`src/hkc_pkg.sv`:
```
// Shared types and constants for the hotkey chord detector.
package hkc_pkg;

   // Slot register layout
   localparam int NUM_REGS       = 8;
   localparam int REGS_PER_CHORD = 4;
   localparam int SLOT_W         = 21;
   localparam int CODE_W         = 10;
   localparam int EN_BIT         = 20;
   localparam int SLOT_IDX_W     = 3;
   localparam int EXIT_BASE      = 4;

   // Register port
   localparam int CSR_ADDR_W = 5;
   localparam int CSR_DATA_W = 32;

   // Event kind that carries a key
   localparam logic [4:0] KIND_KEY = 5'd1;

   typedef logic [NUM_REGS-1:0][SLOT_W-1:0] slot_array_type;

   localparam slot_array_type SLOT_RESET = '{
      21'd0, 21'd0, 21'd1162351, 21'd1176702,
      21'd0, 21'd1096751, 21'd1091638, 21'd1176702
   };

   typedef enum logic [1:0] {
      MAP_CLEAR,
      MAP_RUN,
      MAP_FETCH,
      MAP_LOAD
   } map_state_type;

   typedef struct packed {
      logic                  we;
      logic [SLOT_IDX_W-1:0] idx;
   } csr_write_type;

   typedef struct packed {
      logic              fire;
      logic [CODE_W-1:0] code;
      logic              down;
   } key_event_type;

   typedef struct packed {
      logic                  load;
      logic [SLOT_IDX_W-1:0] slot;
      logic                  prim_held;
      logic                  alt_held;
   } refresh_type;

endpackage

```
`src/hkc_csr.sv`:
```
// Slot register file behind the APB-style configuration port.
module hkc_csr
   import hkc_pkg::*;
(
   input  logic                  clock,
   input  logic                  reset,
   input  logic                  csr_psel,
   input  logic                  csr_penable,
   input  logic                  csr_pwrite,
   input  logic [CSR_ADDR_W-1:0] csr_paddr,
   input  logic [CSR_DATA_W-1:0] csr_pwdata,
   output logic [CSR_DATA_W-1:0] csr_prdata,
   output logic                  csr_pready,
   output slot_array_type        slots,
   output csr_write_type         wr
);

   slot_array_type        slots_ff;
   logic [SLOT_IDX_W-1:0] idx;

   assign idx        = csr_paddr[CSR_ADDR_W-1:2];
   assign csr_pready = 1'b1;

   // Flag a completed write for the refresh logic
   assign wr.we  = csr_psel & csr_penable & csr_pwrite;
   assign wr.idx = idx;

   // Write the addressed slot
   always_ff @(posedge clock) begin
      if (reset) begin
         slots_ff <= SLOT_RESET;
      end else if (wr.we) begin
         slots_ff[idx] <= csr_pwdata[SLOT_W-1:0];
      end
   end

   // Read back the addressed slot
   assign csr_prdata = {{(CSR_DATA_W-SLOT_W){1'b0}}, slots_ff[idx]};
   assign slots      = slots_ff;

endmodule

```
`src/hkc_keymap.sv`:
```
// Key bitmap memory with clearing pass and slot refresh sequencer.
module hkc_keymap
   import hkc_pkg::*;
#(
   parameter int KEY_SPACE_SIZE = 768
)
(
   input  logic           clock,
   input  logic           reset,
   input  slot_array_type slots,
   input  csr_write_type  wr,
   input  key_event_type  evt,
   output logic           map_ready,
   output refresh_type    refresh
);

   localparam int MAP_AW = $clog2(KEY_SPACE_SIZE);
   localparam logic [CODE_W:0] SLOT_LIMIT = (CODE_W+1)'(KEY_SPACE_SIZE);
   localparam logic [MAP_AW-1:0] LAST_ADDR = MAP_AW'(KEY_SPACE_SIZE - 1);

   logic mem [KEY_SPACE_SIZE];

   map_state_type         state_ff, state_in;
   logic [MAP_AW-1:0]     clr_cnt_ff, clr_cnt_in;
   logic [NUM_REGS-1:0]   pending_ff, pending_in;
   logic [SLOT_IDX_W-1:0] sel, sel_ff, sel_in;
   logic                  rd_prim_ff, rd_alt_ff;
   logic [CODE_W-1:0]     sel_prim, sel_alt, ld_prim, ld_alt;

   // Pick the lowest pending slot
   always_comb begin
      sel = '0;
      for (int i = NUM_REGS - 1; i >= 0; i--) begin
         if (pending_ff[i]) begin
            sel = SLOT_IDX_W'(i);
         end
      end
   end

   assign sel_prim = slots[sel][2*CODE_W-1:CODE_W];
   assign sel_alt  = slots[sel][CODE_W-1:0];
   assign ld_prim  = slots[sel_ff][2*CODE_W-1:CODE_W];
   assign ld_alt   = slots[sel_ff][CODE_W-1:0];

   // Next state and outputs
   always_comb begin
      state_in   = state_ff;
      clr_cnt_in = clr_cnt_ff;
      pending_in = pending_ff;
      sel_in     = sel_ff;
      refresh    = '0;
      unique case (state_ff)
         MAP_CLEAR: begin
            clr_cnt_in = clr_cnt_ff + 1'b1;
            if (clr_cnt_ff == LAST_ADDR) begin
               state_in = (pending_ff != '0) ? MAP_FETCH : MAP_RUN;
            end
         end
         MAP_RUN: begin
            if (pending_ff != '0) begin
               state_in = MAP_FETCH;
            end
         end
         MAP_FETCH: begin
            pending_in[sel] = 1'b0;
            sel_in          = sel;
            state_in        = MAP_LOAD;
         end
         MAP_LOAD: begin
            refresh.load      = 1'b1;
            refresh.slot      = sel_ff;
            refresh.prim_held = rd_prim_ff & ({1'b0, ld_prim} < SLOT_LIMIT);
            refresh.alt_held  = rd_alt_ff & ({1'b0, ld_alt} < SLOT_LIMIT);
            state_in          = (pending_ff != '0) ? MAP_FETCH : MAP_RUN;
         end
         default: begin
            state_in = MAP_RUN;
         end
      endcase
      // A new write always re-arms its slot
      if (wr.we) begin
         pending_in[wr.idx] = 1'b1;
      end
   end

   assign map_ready = (state_ff == MAP_RUN) && (pending_ff == '0);

   always_ff @(posedge clock) begin
      if (reset) begin
         state_ff   <= MAP_CLEAR;
         clr_cnt_ff <= '0;
         pending_ff <= '0;
         sel_ff     <= '0;
      end else begin
         state_ff   <= state_in;
         clr_cnt_ff <= clr_cnt_in;
         pending_ff <= pending_in;
         sel_ff     <= sel_in;
      end
   end

   // Write port: clearing pass or key event
   always_ff @(posedge clock) begin
      if (state_ff == MAP_CLEAR) begin
         mem[clr_cnt_ff] <= 1'b0;
      end else if (evt.fire) begin
         mem[evt.code[MAP_AW-1:0]] <= evt.down;
      end
   end

   // Read ports for slot refresh
   always_ff @(posedge clock) begin
      rd_prim_ff <= mem[sel_prim[MAP_AW-1:0]];
      rd_alt_ff  <= mem[sel_alt[MAP_AW-1:0]];
   end

endmodule

```
`src/hkc_chord.sv`:
```
// Per-slot held flags, chord match and trigger edge detection.
module hkc_chord
   import hkc_pkg::*;
#(
   parameter int CHORD_SLOTS = 4
)
(
   input  logic           clock,
   input  logic           reset,
   input  slot_array_type slots,
   input  key_event_type  evt,
   input  refresh_type    refresh,
   output logic           trigger_hit,
   output logic           exit_hit
);

   localparam int USED = (CHORD_SLOTS < REGS_PER_CHORD) ? CHORD_SLOTS : REGS_PER_CHORD;

   logic [NUM_REGS-1:0] prim_ff, prim_in, alt_ff, alt_in;
   logic [NUM_REGS-1:0] slot_held, slot_en;
   logic                trig_any, trig_all, exit_any, exit_all, trig_now;
   logic                was_held_ff;

   // Apply refresh, then the current key event
   always_comb begin
      prim_in = prim_ff;
      alt_in  = alt_ff;
      for (int i = 0; i < NUM_REGS; i++) begin
         if (refresh.load && refresh.slot == SLOT_IDX_W'(i)) begin
            prim_in[i] = refresh.prim_held;
            alt_in[i]  = refresh.alt_held;
         end
         if (evt.fire && slots[i][2*CODE_W-1:CODE_W] == evt.code) begin
            prim_in[i] = evt.down;
         end
         if (evt.fire && slots[i][CODE_W-1:0] == evt.code) begin
            alt_in[i] = evt.down;
         end
         slot_held[i] = prim_in[i] | alt_in[i];
         slot_en[i]   = slots[i][EN_BIT] && ((i % REGS_PER_CHORD) < USED);
      end
   end

   // Match each chord over its enabled slots
   always_comb begin
      trig_any = 1'b0;
      trig_all = 1'b1;
      exit_any = 1'b0;
      exit_all = 1'b1;
      for (int k = 0; k < REGS_PER_CHORD; k++) begin
         if (slot_en[k]) begin
            trig_any = 1'b1;
            trig_all = trig_all & slot_held[k];
         end
         if (slot_en[EXIT_BASE + k]) begin
            exit_any = 1'b1;
            exit_all = exit_all & slot_held[EXIT_BASE + k];
         end
      end
   end

   assign trig_now    = trig_any & trig_all;
   assign exit_hit    = evt.down & exit_any & exit_all;
   assign trigger_hit = ~exit_hit & trig_now & ~was_held_ff;

   always_ff @(posedge clock) begin
      if (reset) begin
         prim_ff     <= '0;
         alt_ff      <= '0;
         was_held_ff <= 1'b0;
      end else begin
         prim_ff <= prim_in;
         alt_ff  <= alt_in;
         // Exit leaves the trigger history alone
         if (evt.fire && !exit_hit) begin
            was_held_ff <= trig_now;
         end
      end
   end

endmodule

```
`src/hotkey_chord_detector.sv`:
```
// Top level of the hotkey chord detector.
//
//   channel | direction | handshake          | payload
//   req     | in        | req_valid/ready    | event_kind, key_number, key_level
//   rsp     | out       | rsp_valid/ready    | trigger_pulse, exit_hit, event_ignored
//   csr     | in        | psel/penable/pwrite| paddr, pwdata, prdata (8 slot registers)
//
// One event per cycle unless stalled: input register, one pass of chord logic,
// result register; a held request waits until the result register frees.
// After reset the key bitmap memory is cleared entry by entry while req_ready is low.
// A lone slot register write holds req_ready low while its held flags reload.
// A stalled result holds while the input register still takes one more event.
module hotkey_chord_detector
   import hkc_pkg::*;
#(
   parameter int KEY_SPACE_SIZE = 768,
   parameter int CHORD_SLOTS    = 4
)
(
   input  logic                  clock,
   input  logic                  reset,
   input  logic                  req_valid,
   output logic                  req_ready,
   input  logic [4:0]            req_event_kind,
   input  logic [15:0]           req_key_number,
   input  logic [1:0]            req_key_level,
   output logic                  rsp_valid,
   input  logic                  rsp_ready,
   output logic                  rsp_trigger_pulse,
   output logic                  rsp_exit_hit,
   output logic                  rsp_event_ignored,
   input  logic                  csr_psel,
   input  logic                  csr_penable,
   input  logic                  csr_pwrite,
   input  logic [CSR_ADDR_W-1:0] csr_paddr,
   input  logic [CSR_DATA_W-1:0] csr_pwdata,
   output logic [CSR_DATA_W-1:0] csr_prdata,
   output logic                  csr_pready
);

   localparam logic [16:0] KEY_LIMIT = 17'(KEY_SPACE_SIZE);

   slot_array_type slots;
   csr_write_type  wr;
   key_event_type  evt;
   refresh_type    refresh;
   logic           map_ready, advance, key_ok, trig_hit, exit_hit;

   logic        in_valid_ff;
   logic [4:0]  kind_ff;
   logic [15:0] key_ff;
   logic [1:0]  level_ff;
   logic        rsp_valid_ff, trig_ff, exit_ff, ign_ff;

   hkc_csr u_csr (
      .clock       (clock),
      .reset       (reset),
      .csr_psel    (csr_psel),
      .csr_penable (csr_penable),
      .csr_pwrite  (csr_pwrite),
      .csr_paddr   (csr_paddr),
      .csr_pwdata  (csr_pwdata),
      .csr_prdata  (csr_prdata),
      .csr_pready  (csr_pready),
      .slots       (slots),
      .wr          (wr)
   );

   hkc_keymap #(
      .KEY_SPACE_SIZE (KEY_SPACE_SIZE)
   ) u_keymap (
      .clock     (clock),
      .reset     (reset),
      .slots     (slots),
      .wr        (wr),
      .evt       (evt),
      .map_ready (map_ready),
      .refresh   (refresh)
   );

   hkc_chord #(
      .CHORD_SLOTS (CHORD_SLOTS)
   ) u_chord (
      .clock       (clock),
      .reset       (reset),
      .slots       (slots),
      .evt         (evt),
      .refresh     (refresh),
      .trigger_hit (trig_hit),
      .exit_hit    (exit_hit)
   );

   // Advance the held event when the result register frees up
   assign advance   = in_valid_ff & (~rsp_valid_ff | rsp_ready);
   assign req_ready = map_ready & (~in_valid_ff | advance);

   // Decode the held event
   assign key_ok    = (kind_ff == KIND_KEY) && ({1'b0, key_ff} < KEY_LIMIT);
   assign evt.fire  = advance & key_ok;
   assign evt.code  = key_ff[CODE_W-1:0];
   assign evt.down  = (level_ff != 2'd0);

   // Input register
   always_ff @(posedge clock) begin
      if (reset) begin
         in_valid_ff <= 1'b0;
      end else if (req_valid && req_ready) begin
         in_valid_ff <= 1'b1;
      end else if (advance) begin
         in_valid_ff <= 1'b0;
      end
   end

   always_ff @(posedge clock) begin
      if (req_valid && req_ready) begin
         kind_ff  <= req_event_kind;
         key_ff   <= req_key_number;
         level_ff <= req_key_level;
      end
   end

   // Result register
   always_ff @(posedge clock) begin
      if (reset) begin
         rsp_valid_ff <= 1'b0;
      end else if (advance) begin
         rsp_valid_ff <= 1'b1;
      end else if (rsp_ready) begin
         rsp_valid_ff <= 1'b0;
      end
   end

   always_ff @(posedge clock) begin
      if (advance) begin
         trig_ff <= key_ok & trig_hit;
         exit_ff <= key_ok & exit_hit;
         ign_ff  <= ~key_ok;
      end
   end

   assign rsp_valid         = rsp_valid_ff;
   assign rsp_trigger_pulse = trig_ff;
   assign rsp_exit_hit      = exit_ff;
   assign rsp_event_ignored = ign_ff;

endmodule
```
`config.mk`:
```
export PLATFORM = sky130hd
export DESIGN_NAME = hotkey_chord_detector
export DESIGN_NICKNAME = d
export VERILOG_FILES = /design/src/hkc_pkg.sv /design/src/hkc_csr.sv /design/src/hkc_keymap.sv /design/src/hkc_chord.sv /design/src/hotkey_chord_detector.sv
export SDC_FILE = /design/constraint.sdc
export NUM_CORES = 2
export LEC_CHECK = 0
export ABC_AREA = 1
export BUFFER_PORTS_ARGS = -buffer_cell sky130_fd_sc_hd__buf_2
export CAP_MARGIN = 15
export CORE_ASPECT_RATIO = 0.75
export CORE_MARGIN = 3
export CORE_UTILIZATION = 45
export CTS_CLUSTER_DIAMETER = 30
export CTS_CLUSTER_SIZE = 24
export DETAILED_ROUTE_END_ITERATION = 6
export RECOVER_POWER = 25
export SLEW_MARGIN = 5
export SYNTH_ARGS = -nofsm -noshare
export SYNTH_HDL_FRONTEND = slang
export SYNTH_HIERARCHICAL = 1
export SYNTH_SLANG_ARGS = --single-unit
export TNS_END_PERCENT = 1
```
`constraint.sdc`:
```
create_clock -name clock -period 51.2 [get_ports clock]
set_clock_uncertainty 0.05 [all_clocks]
set_input_delay 7.68 -clock clock [delete_from_list [all_inputs] [get_ports clock]]
set_output_delay 7.68 -clock clock [all_outputs]
set_load 0.02 [all_outputs]
```
==> summary.txt <==
Logic synthesis
  • Commonest cells in the netlist: nand2_1, nand3_1, nor2_1
  • Synth Warn #: 6
  • Ys flop type: edfxtp_1
  • Yosys top cell by area: edfxtp_1
  • Top post-synthesis cells by area: edfxtp_1, nand2_1, nand3_1
  • Top-area cell type share of the netlist area: 40.3%
  • Mean Syn Cell Area: 7.46 sq um
  • Synth unique cells: 48
  • Flops & latches, synth: 1006
  • Most frequent cell after synthesis: nand2_1
  • Syn Inst Count: between 7000 and 8000
  • Register area share after synthesis: 47.5%
  • Synthesized area: 0.0592 sq mm
  • Post-synth ARST share: 0%
  • EDFF count, synth: approximately 790

Clock network
  • H-tree levels: 4
  • CTS tree: built
  • CTS root buffer: clkbuf_16
  • Post-CTS Repair Setup Buffers: 0
  • Clock buffer depth: 3
  • Later-pin clock latency in the skew report: a little over 800 ps
  • Clock sink count: 1006
  • Total CTS buffers: 202
  • Post-CTS sizing: 0
  • Reg clk slew, reported paths: roughly 40 ps
  • Hold_buf cts: 0

Min path
  • Min-Delay Path Depth: 2
  • Worst hold path class: reg -> reg
  • HP Start: u_keymap/pending_ff[2]
  • Hold EP: u_keymap/pending_ff[2]

Finish
  • Multi-input gate area: 0.0251 sq mm
  • Synth-to-layout area growth: 12.6%
  • Share of cells above drive strength 1: 7.77%
  • Reg area: 0.0281 sq mm
  • Nets: 7804
  • Final Util: 51.4%
  • Fill cell count: 12460

Floorplan
  • Core area: 0.130 sq mm
  • Row count: approximately 110
  • Initial Utilization: 45.6%
  • Die Y-Extent: 320 um
  • Die width: 425 um
  • Full die area: 0.136 sq mm
  • I/O pin count: 105

Setup path
  • Reg2reg setup slack: 38770 ps
  • WP buf/inv: 5
  • Largest delay contributor family on the critical path: buffers and inverters
  • Critical path required time: 51580 ps
  • Worst Setup Path Type: in -> reg
  • Most used cell, CP: nand2_1
  • RR Startpoint: key_ff[8]
  • R2r endpoint: u_keymap/mem[750]
  • Slowest stage cell, crit path: clkbuf_1
  • Worst-path cell chain: buf_2, inv_1, nand2_1, nand2_1, nor2_1, nand2_1, nor2_4, clkbuf_1, buf_4, buf_4
  • CP arrival: 18430 ps
  • Setup crit end kind: flop
  • Peak fanout along the critical path: 241
  • Crit-path max cell delay: a little under 7000 ps
  • Worst reg2reg path depth: 11
  • Setup crit start kind: input port

Global routing
  • Most Crowded Layer GR: met1
  • Initial antenna violation count: 10
  • Grt total ovfl: 0
  • Total Routing Usage GR: 32.5%
  • Vias in the first global route: 50895
  • Met3 usage: 10.7%
  • GR Util met1: 47.1%
  • M2 GR Usage: between 40 and 50%
  • Pin count of the biggest net entering global routing: roughly 250
  • First-pass GRT wire length: 330 mm

Power and ir drop
  • Internal power: 1.85 mW
  • Pwr dens: a little under 40 mW/mm^2
  • VDD IR max: 0.0284 mV
  • Combinational Power Share: 14.2%
  • Sw Ratio: 28.5%
  • Clock Power Share: ~52%
  • Reg power frac: between 30% and 40%
  • Switching pwr: about 0.74 mW
  • Lkg Pwr: 27.1 nW
  • Pwr Total: 2.59 mW

STA
  • RSZ-0062 raised after global routing: no
  • Final setup violation count: 0
  • Worst Tran Pin Value: 9840 ps
  • Achievable Freq: 55.4 MHz
  • Final critical-path share of the clock period: 35.2%
  • Post-layout min period: 18040 ps
  • Final Slew Violations: 721
  • Setup_tns: 0 ps
  • Final Hold Viols: 0
  • Slew HR: -556%

Detailed routing
  • Vias post-DR: 56524
  • Via/cell ratio: 5.86
  • Antenna Nets Post-Route: 0
  • Initial DRC Count: 8399
  • Drt pass-1 iters: 6
  • WL/cell: between 20 and 25 um
  • DRC violations left: 0
  • Routed wire length: 227 mm

Placed design
  • IO buf count: 79
  • Dpl hpwl: 129 mm
  • GPL Wtd Cong: 0.996

Status
  • Status: finished with violations
  • Failing checks: max-capacitance violations, max-slew violations

Flow run
  • Number of max-cap violations: 9
==> sequential cells by signal (all words and copies together) (netlist names), 2 cells and up <==
signal               cells
u_keymap/pending_ff      8
u_keymap/sel_ff          3
kind_ff                  5
u_chord/prim_ff          8
u_keymap/mem           768
level_ff                 2
u_keymap/clr_cnt_ff     10
u_keymap/state_ff        2
u_csr/slots            168
key_ff                  16
u_chord/alt_ff           8
==> layer usage <==
layer | wire length, um | up-vias | part of all wire, %
met5 | 58 | - | 0.026
met4 | 7080 | 8 | 3.1
met3 | 33800 | 545 | 15
met2 | 90800 | 3566 | 40
met1 | 95400 | 26627 | 42
li1 | - | 25778 | -
==> power by group through the flow <==
stage / registers [mW] / logic [mW] / clock network (mW)
2_1_floorplan: 0.897 / 0.226 / 0
3_3_place_gp: 0.899 / 0.344 / 0
3_5_place_dp: 0.899 / 0.348 / 0
4_1_cts: 0.884 / 0.349 / 1.35
5_1_grt: 0.884 / 0.389 / 1.39
6_report: 0.884 / 0.367 / 1.34
==> cell usage in the layout (no fill, tap or decap), types with 7 or more instances in the layout <==
cell,Yosys,layout
nand2_1,2023,2008
nand3_1,1223,1224
nor2_1,1161,1162
edfxtp_1,794,794
inv_1,757,755
o211ai_1,329,329
a21oi_1,303,303
o21ai_0,248,248
dfxtp_1,212,212
clkbuf_16,0,206
buf_4,68,111
buf_2,265,73
o21ai_1,69,69
clkinv_2,2,49
clkbuf_1,207,36
nand4_1,36,36
xnor2_1,30,30
bufinv_16,0,28
clkinv_1,5,25
nand2_2,7,20
clkinvlp_4,0,20
inv_2,17,16
or2_2,14,14
conb_1,2,12
inv_6,0,10
nor2_2,14,9
clkbuf_8,0,9
xor2_1,9,9
clkinv_4,0,8
nor3_1,7,7
nor2_4,3,7
==> how the worst max path moves through the flow <==
stage | depth (start not counted) | to | startpoint | slack, ps
global placement | 10 | csr_prdata[4] | csr_paddr[2] | 33660
detailed placement | 9 | csr_prdata[0] | csr_paddr[4] | 33670
CTS | 9 | csr_prdata[0] | csr_paddr[4] | 33690
floorplan | 7 | u_keymap/mem[0] | rsp_ready | 21360
global route | 10 | u_keymap/mem[750] | rsp_ready | 32090
finish | 10 | u_keymap/mem[750] | rsp_ready | 33160
==> cell families after synthesis <==
family          after synthesis  synth area share, %
simple gates               4510                 31.8
buf+inv                    1406                 10.3
flops                      1006                 47.5
compound gates              966                 9.64
xor+xnor                     39                0.577
fa+ha+maj                     5                0.106
mux                           3               0.0507
other cells                   2               0.0127
==> per-stage QoR <==
| stage | std cells | setup slack (ps) | instance area [sq um] | hold slack (ps) |
|---|---|---|---|---|
| finish | 9645 | 33160 | 66600 | 419 |
| global route | 9644 | 32090 | 66600 | 461 |
| CTS | 9641 | 33690 | 66600 | 415 |
| detailed placement | 9265 | 33670 | 59700 | 408 |
| global placement | 9264 | 33660 | 59700 | 405 |
| floorplan | 7947 | 21360 | 59200 | 389 |
==> final cells by class <==
cell class,instances,area share [%]
flip-flops and latches,1006,42.2
multi-input cells,5535,37.7
clock buffers,239,8.06
inverters,784,4.44
well taps,1740,3.27
clock inverters,137,2.29
repair buffers,203,2.09
diodes,1,0.00376
==> worst register-to-register path, delay by kind of cell, from the launching register on <==
kind / cells / cell delay [ps]
buffers and inverters: 5 / 10100
AND/OR/NAND/NOR: 6 / 1480
flip-flops: 1 / 360
(Power assumes the default switching activity.)
